### config.mk
export PLATFORM = sky130hd
export DESIGN_NAME = imu_fifo_frame_unpacker
export DESIGN_NICKNAME = d
export VERILOG_FILES = /design/src/design/ifu_pkg.sv /design/src/design/imu_fifo_frame_unpacker.sv /design/src/design/ifu_byte_cell.sv /design/src/design/ifu_stamp_track.sv
export SDC_FILE = /design/constraint.sdc
export NUM_CORES = 1
export LEC_CHECK = 0
export BUFFER_PORTS_ARGS = -buffer_cell sky130_fd_sc_hd__buf_2
export CORE_MARGIN = 1.5
export CORE_UTILIZATION = 47
export CTS_BUF_LIST = sky130_fd_sc_hd__clkbuf_16
export DETAILED_ROUTE_END_ITERATION = 10
export PLACE_DENSITY = 0.68
export SLEW_MARGIN = 20
export SYNTH_ARGS = -nofsm -noshare
export SYNTH_HDL_FRONTEND = slang
export SYNTH_SLANG_ARGS = --single-unit
### constraint.sdc
create_clock -name clock -period 5.8 [get_ports clock]
set_input_delay 1.16 -clock clock [delete_from_list [all_inputs] [get_ports clock]]
set_output_delay 1.16 -clock clock [all_outputs]
set_load 0.02 [all_outputs]
### src/design/ifu_pkg.sv
package ifu_pkg;

   // Frame layout
   localparam int unsigned FRAME_LEN  = 18;
   localparam int unsigned STORED_LEN = FRAME_LEN - 1;
   localparam int unsigned POS_W      = 5;
   localparam int unsigned WORD_W     = 16;
   localparam int unsigned PREFIX_W   = 7;
   localparam int unsigned STAMP_W    = PREFIX_W + WORD_W;

   localparam logic [POS_W-1:0] LAST_POS = POS_W'(STORED_LEN);

   // Byte offsets of the time word within the frame
   localparam int unsigned TIME_LO = 12;
   localparam int unsigned TIME_HI = 13;

   // Control from the frame sequencer to the time tracker
   typedef struct packed {
      logic restart;
      logic commit;
   } ifu_ctl_type;

endpackage

### src/design/imu_fifo_frame_unpacker.sv
// Deframes the sensor FIFO byte stream into records of six 16-bit samples and
// a 23-bit extended time. One byte is taken per cycle, back to back; the
// eighteenth byte of each frame loads the single output register, so that
// byte, or a restart offered in its place, waits only while a previous record
// sits unread there. A record shows on the result port the cycle after its
// last byte transfers. Bytes move through a shift line of seventeen byte
// cells; a restart transfer clears the frame position, the wrap prefix and
// the last time and stores nothing. No clearing pass follows reset.
module imu_fifo_frame_unpacker
   import ifu_pkg::*;
(
   input  logic                       clock,
   input  logic                       reset,
   input  logic                       req_valid,
   output logic                       req_ready,
   input  logic [7:0]                 req_fifo_byte,
   input  logic                       req_restart,
   output logic                       rsp_valid,
   input  logic                       rsp_ready,
   output logic signed [WORD_W-1:0]   rsp_gyro_x,
   output logic signed [WORD_W-1:0]   rsp_gyro_y,
   output logic signed [WORD_W-1:0]   rsp_gyro_z,
   output logic signed [WORD_W-1:0]   rsp_accel_x,
   output logic signed [WORD_W-1:0]   rsp_accel_y,
   output logic signed [WORD_W-1:0]   rsp_accel_z,
   output logic [STAMP_W-1:0]         rsp_stamp
);

   logic [POS_W-1:0] pos_ff;
   logic [POS_W-1:0] pos_in;
   logic             rsp_valid_ff;
   logic             rsp_valid_in;
   logic             accept;
   logic             at_last;
   logic             shift;
   ifu_ctl_type      ctl;
   logic [7:0]       cell_q [STORED_LEN];
   logic [STAMP_W-1:0] stamp;

   logic [WORD_W-1:0] word   [6];
   logic [WORD_W-1:0] word_ff [6];
   logic [STAMP_W-1:0] stamp_ff;

   // The last byte of a frame needs the output register free or draining
   assign at_last   = (pos_ff >= LAST_POS);
   assign req_ready = !at_last || !rsp_valid_ff || rsp_ready;
   assign accept    = req_valid && req_ready;

   assign shift       = accept && !req_restart && !at_last;
   assign ctl.restart = accept && req_restart;
   assign ctl.commit  = accept && !req_restart && at_last;

   // Shift line: cell 0 takes the new byte, each cell hands to the next
   for (genvar i = 0; i < STORED_LEN; i++) begin : g_cell
      if (i == 0) begin : g_head
         ifu_byte_cell u_cell (
            .clock (clock),
            .shift (shift),
            .d_in  (req_fifo_byte),
            .q     (cell_q[i])
         );
      end else begin : g_body
         ifu_byte_cell u_cell (
            .clock (clock),
            .shift (shift),
            .d_in  (cell_q[i-1]),
            .q     (cell_q[i])
         );
      end
   end

   // Frame byte j sits in cell STORED_LEN-1-j when the last byte arrives
   for (genvar k = 0; k < 6; k++) begin : g_word
      assign word[k] = {cell_q[STORED_LEN-2-2*k], cell_q[STORED_LEN-1-2*k]};
   end

   ifu_stamp_track u_stamp (
      .clock     (clock),
      .reset     (reset),
      .ctl       (ctl),
      .time_word ({cell_q[STORED_LEN-1-TIME_HI], cell_q[STORED_LEN-1-TIME_LO]}),
      .stamp     (stamp)
   );

   // Advance the frame position
   always_comb begin
      pos_in = pos_ff;
      if (ctl.restart || ctl.commit) begin
         pos_in = '0;
      end else if (shift) begin
         pos_in = pos_ff + POS_W'(1);
      end
   end

   // Output register: load on commit, drop on transfer
   always_comb begin
      rsp_valid_in = rsp_valid_ff;
      if (ctl.commit) begin
         rsp_valid_in = 1'b1;
      end else if (rsp_ready) begin
         rsp_valid_in = 1'b0;
      end
   end

   always_ff @(posedge clock) begin
      if (reset) begin
         pos_ff       <= '0;
         rsp_valid_ff <= 1'b0;
      end else begin
         pos_ff       <= pos_in;
         rsp_valid_ff <= rsp_valid_in;
      end
   end

   always_ff @(posedge clock) begin
      if (ctl.commit) begin
         word_ff  <= word;
         stamp_ff <= stamp;
      end
   end

   assign rsp_valid   = rsp_valid_ff;
   assign rsp_gyro_x  = word_ff[0];
   assign rsp_gyro_y  = word_ff[1];
   assign rsp_gyro_z  = word_ff[2];
   assign rsp_accel_x = word_ff[3];
   assign rsp_accel_y = word_ff[4];
   assign rsp_accel_z = word_ff[5];
   assign rsp_stamp   = stamp_ff;

endmodule

### src/design/ifu_byte_cell.sv
module ifu_byte_cell
   import ifu_pkg::*;
(
   input  logic       clock,
   input  logic       shift,
   input  logic [7:0] d_in,
   output logic [7:0] q
);

   logic [7:0] byte_ff;
   logic [7:0] byte_in;

   // Take the neighbor's byte on a shift, hold otherwise
   always_comb begin
      byte_in = shift ? d_in : byte_ff;
   end

   always_ff @(posedge clock) begin
      byte_ff <= byte_in;
   end

   assign q = byte_ff;

endmodule

### src/design/ifu_stamp_track.sv
module ifu_stamp_track
   import ifu_pkg::*;
(
   input  logic                clock,
   input  logic                reset,
   input  ifu_ctl_type         ctl,
   input  logic [WORD_W-1:0]   time_word,
   output logic [STAMP_W-1:0]  stamp
);

   logic [WORD_W-1:0]   prev_time_ff;
   logic [WORD_W-1:0]   prev_time_in;
   logic [PREFIX_W-1:0] prefix_ff;
   logic [PREFIX_W-1:0] prefix_in;
   logic [PREFIX_W-1:0] prefix_next;

   // Count a wrap when the time steps backward; the prefix wraps at 7 bits
   always_comb begin
      prefix_next = (time_word < prev_time_ff) ? prefix_ff + PREFIX_W'(1) : prefix_ff;
      prefix_in    = prefix_ff;
      prev_time_in = prev_time_ff;
      if (ctl.restart) begin
         prefix_in    = '0;
         prev_time_in = '0;
      end else if (ctl.commit) begin
         prefix_in    = prefix_next;
         prev_time_in = time_word;
      end
   end

   always_ff @(posedge clock) begin
      if (reset) begin
         prefix_ff    <= '0;
         prev_time_ff <= '0;
      end else begin
         prefix_ff    <= prefix_in;
         prev_time_ff <= prev_time_in;
      end
   end

   assign stamp = {prefix_next, time_word};

endmodule

======== Word level (Yosys, flattened, before mapping) ========
Cells that the tools add are included.
storage, ports and cells
  output and inout port bits .............. 121
  flip-flop bits (word level) ............. 284
cells by class
  multiplexer cells ....................... 3
  reduce and logical (&&, ||, !) cells .... 14
  add/subtract/negate cells ............... 2
  order comparisons ....................... 2
operators with widths
  operator               count
  $lt A16 B16 Y1         1
  $add A7 B1 Y7 const B  1
  $mux W7                1
  $add A5 B1 Y5 const B  1
  $ge A5 B5 Y1 const B   1
  $logic_and A1 B1 Y1    5
  $reduce_or A2 Y1       2
  $logic_not A1 Y1       3
  $logic_or A1 B1 Y1     3
  $mux W1                2
  $reduce_bool A2 Y1     1

======== Depth between registers and ports, before layout ========
  word-level depth ........................ 9
  gate-level depth with buffers ........... 9
  depth with buffers taken out ............ 8

======== Hierarchy ========
Synthesis repeated with hierarchy kept, for this count alone.
second synthesis, totals
  cell total of the unflattened synthesis .. 470
  area total of the unflattened synthesis .. 9,524.1 um^2
by module, submodules not included
  module                   seq. area each (um^2)  cells each  area an instance (um^2)  times used
  ifu_byte_cell            240.2                  8           240.2                    17
  imu_fifo_frame_unpacker  3,693.5                157         3,931.3                  1
  ifu_stamp_track          460.4                  177         1,508.9                  1

======== Worst setup path before layout ========
No wires, ideal clock.
  path kind ............................... input-to-reg
  from .................................... in req_restart
  to ...................................... reg pos_ff[3]
  data required time ...................... 5.685 ns
  arrival ................................. 5.308 ns
  stages .................................. 5
  buffers on the path ..................... 0
  path slack .............................. 0.378 ns
  library setup time ...................... 0.115 ns
  cell sequence ........................... and2b_1 > and2_1 > and4_1 > xnor2_1 > nor2_1
RTL lines
  element                            line                            source
  start, declared                    imu_fifo_frame_unpacker.sv:17   input logic req_restart,
  $logic_not A1 Y1                   imu_fifo_frame_unpacker.sv:49   assign shift = accept && !req_restart && !at_last;
  $logic_and A1 B1 Y1 (2 in series)  imu_fifo_frame_unpacker.sv:49
  via g_cell[0].g_head.u_cell.shift  ifu_byte_cell.sv:5              input logic shift,
  end signal, assigned               imu_fifo_frame_unpacker.sv:110  pos_ff <= pos_in;
  end, declared                      imu_fifo_frame_unpacker.sv:29   logic [POS_W-1:0] pos_ff;
The timed path passes the listed nets, and every way through them passes these cells.
A chain may end at the register's enable or synchronous reset.

======== Worst setup path after layout ========
  from .................................... reg pos_ff[0]
  to ...................................... out req_ready
on the way
  cells in the longest elaborated chain, start to end .. 4
RTL lines
  element                           line                           source
  $ge A5 B5 Y1                      imu_fifo_frame_unpacker.sv:45  assign at_last = (pos_ff >= LAST_POS);
  $logic_not A1 Y1                  imu_fifo_frame_unpacker.sv:46  assign req_ready = !at_last || !rsp_valid_ff || rsp_ready;
  $logic_or A1 B1 Y1 (2 in series)  imu_fifo_frame_unpacker.sv:46
  end, declared                     imu_fifo_frame_unpacker.sv:15  output logic req_ready,
No other way between the ends.

==> summary.txt <==
Run status
  – Status: finished clean

Power and ir drop
  – Final total power: 4.06 mW
  – Lkg Pwr: 3.98 nW
  – P per Cell Area: 360 nW/um^2
  – Peak supply drop: 0.000225 V

Layout
  – Fin cells: 895
  – Layout cells sized above 1: 0.306
  – Fill cell count: 1466
  – Area Overhead vs Synth: 20.2%
  – Antenna Cells: 0
  – Nets: 639
  – Multi-input gate area: 1010 um^2
  – Seq. cell area: 8240 um^2

Global route
  – Antenna violations before repair: 0
  – First-pass GRT wire length: 22200 um
  – All-Layer GR Usage: 0.139
  – Vias in the first global route: 4282
  – Largest net degree at the start of global routing: 81
  – Grt ovf: 0

Clock tree
  – Resize count post-CTS: 0
  – CTS Buf Count: 28
  – Setup bufs post-CTS: 0
  – Hold buffer count at cts: 0
  – Clock sink count: 284
  – CTS H-tree lvls: 1
  – Clk_lat worst skew: 0.53 ns
  – Root Driver: clkbuf_16
  – Bufs on Longest Clock Path: 3
  – CTS tree: yes
  – Clock transition at path regs: 0.06 ns

Setup path
  – Worst Path Max Fanout: 5
  – CP cell instances: or4_4, o2111ai_1, buf_2
  – Crit path kind: flip-flop to output pin
  – CP arrival: 2.02 ns
  – Critical path endpoint category: output pin
  – CP Launch Type: flip-flop
  – WP data required: 4.64 ns
  – Highest-delay cell along the critical path: or4_4
  – Max stage delay on crit path: 0.58 ns

Floorplanning
  – Starting Density: 0.479
  – # IOs: 134
  – Die height: 144 um
  – Core region area: 19500 um^2
  – Die width: 144 um
  – Die footprint: 20800 um^2
  – Row count: 51

Synth
  – Mean Syn Cell Area: 20.9 um^2
  – Leading register cell type out of synthesis: edfxtp_1
  – Syn Nets: 479
  – EDFF count, synth: 255
  – Sequential-to-total area share from yosys stat: 0.880
  – Synth area leader: edfxtp_1
  – Synth Warn #: 0
  – Post-Syn Area: 9360 um^2
  – Cell with the most instances after synthesis: edfxtp_1
  – Top post-synthesis cells by area: edfxtp_1 (82%), dfxtp_1 (6.2%), ha_1 (2.4%)
  – Number of synthesized register bits: 284
  – Share of the synthesized area in the top cell type: 0.818
  – Async set-or-reset flop fraction in the synthesized netlist: 0
  – Yosys cell types: 42
  – Synth Instances: 448
  – Post-synth top cells: edfxtp_1 (255), dfxtp_1 (29), nand2_1 (26)

Route
  – DRC violations left: 0
  – Antenna Nets Post-Route: 0
  – Starting DRT DRC Count: 255
  – Drt pass-1 iters: 6
  – WL final: 14500 um
  – Vias/cell: 4.90
  – Per-cell routed wire length: 16.2 um
  – Vias: 4385

Timing
  – Final slew viol count: 0
  – Clock Skew: 0.00672 ns
  – Crit path time final: 3.18 ns
  – Fin Setup TNS: 0 ns
  – Rel. slew slack: 0.337
  – Least-Margin Pin Slew: 0.995 ns
  – Setup Viol. Count Final: 0
  – Max Fclk: 315 MHz
  – Period utilisation layout: 0.548
  – RSZ-0062 raised after global routing: false
  – Hold Violations, Final: 0

Placed design
  – GPL Wtd Cong: 0.761
  – Post-Place Cells: 843
  – Dpl hpwl: 9030 um
  – IO Port Bufs: 133

Min path
  – Worst hold path class: flip-flop to flip-flop

Run
  – Total of max-cap violations: 0
[routing by layer]
layer	routed length, um	global-route usage	up-vias
li1	-	-	2059
met1	6260	0.183	2152
met2	7020	0.228	143
met5	0	0	-
met4	410	0.0548	0
met3	811	0.0281	31
[power by group]
part           total [mW]  internal, mW  switching (mW)
combinational      0.0475        0.0128          0.0347
clock                1.73          1.01           0.716
sequential           2.28          2.26          0.0182
total                4.06          3.29           0.769
[worst max-delay path, delay by kind of cell (launching register included)]
family	cells	cell delay, ns
compound gates	1	0.32
buf+inv	1	0.23
flops	1	0.36
simple gates	1	0.58
[layout make-up]
cell class / count / area share
Tap cell: 265 / 0.0295
Clock inverter: 24 / 0.0175
Sequential cell: 284 / 0.732
Inverter: 19 / 0.00656
Multi-Input combinational cell: 139 / 0.0902
Clock buffer: 28 / 0.0622
Timing Repair Buffer: 136 / 0.0622
[state kept, by name (all words and copies together), names as in the netlist]
register                count
g_cell.g_body.u_cell.q    128
rsp_accel_x                16
rsp_stamp                  23
rsp_gyro_x                 16
rsp_gyro_y                 16
rsp_valid                   1
g_cell.g_head.u_cell.q      8
rsp_accel_y                16
rsp_gyro_z                 16
pos_ff                      5
u_stamp.prefix_ff           7
rsp_accel_z                16
u_stamp.prev_time_ff       16
[cell usage in the layout, fill, tap and decap left out, types with 3 or more instances in the layout]
master | netlist | layout
edfxtp_1 | 255 | 255
buf_2 | 2 | 133
dfxtp_1 | 29 | 29
clkbuf_16 | 0 | 28
nand2_1 | 26 | 26
inv_1 | 18 | 23
ha_1 | 18 | 18
nor2_1 | 11 | 11
o21ai_2 | 9 | 9
clkinv_1 | 0 | 9
xor2_1 | 7 | 7
o21ai_1 | 6 | 6
a21oi_1 | 5 | 5
a31oi_1 | 5 | 5
a21o_1 | 4 | 4
and3_1 | 4 | 4
nand3_1 | 4 | 4
o21ai_0 | 4 | 4
clkinv_2 | 0 | 4
or4b_2 | 3 | 3
o211ai_1 | 3 | 3
bufinv_16 | 0 | 3
[path summary, 6_finish.rpt]
kind | depth (start not counted) | end | slack (ns) | from
worst min-delay path | 0 | g_cell[3].g_body.u_cell.q[4] | 0.42 | g_cell[2].g_body.u_cell.q[4]
worst max-delay path | 3 | req_ready | 2.62 | pos_ff[0]
worst min register to register | 0 | g_cell[3].g_body.u_cell.q[4] | 0.42 | g_cell[2].g_body.u_cell.q[4]
worst max register to register | 7 | u_stamp.prefix_ff[6] | 2.91 | g_cell[3].g_body.u_cell.q[5]
[per-stage QoR]
step                      worst slack (ns)  hold slack, ns  instance area [um^2]  utilization
final                                 2.62           0.417                 11300        0.576
after global routing                  2.52           0.426                 11300        0.576
after CTS                             2.61           0.419                 11300        0.576
after detailed placement              2.23           0.405                 10400        0.531
after global placement                2.34           0.401                 10400        0.531
after floorplan                      0.378           0.400                  9360            -
[kinds of logic (layout without fill, tap and decap cells)]
logic type | count (synthesis) | after routing | share of synthesized area
xor+xnor | 9 | 9 | 0.00842
compound gates | 52 | 52 | 0.0438
fa+ha+maj | 18 | 18 | 0.0241
simple gates | 60 | 60 | 0.0318
buf+inv | 25 | 207 | 0.0119
flops | 284 | 284 | 0.880
Power figures use the tool's default switching activity.
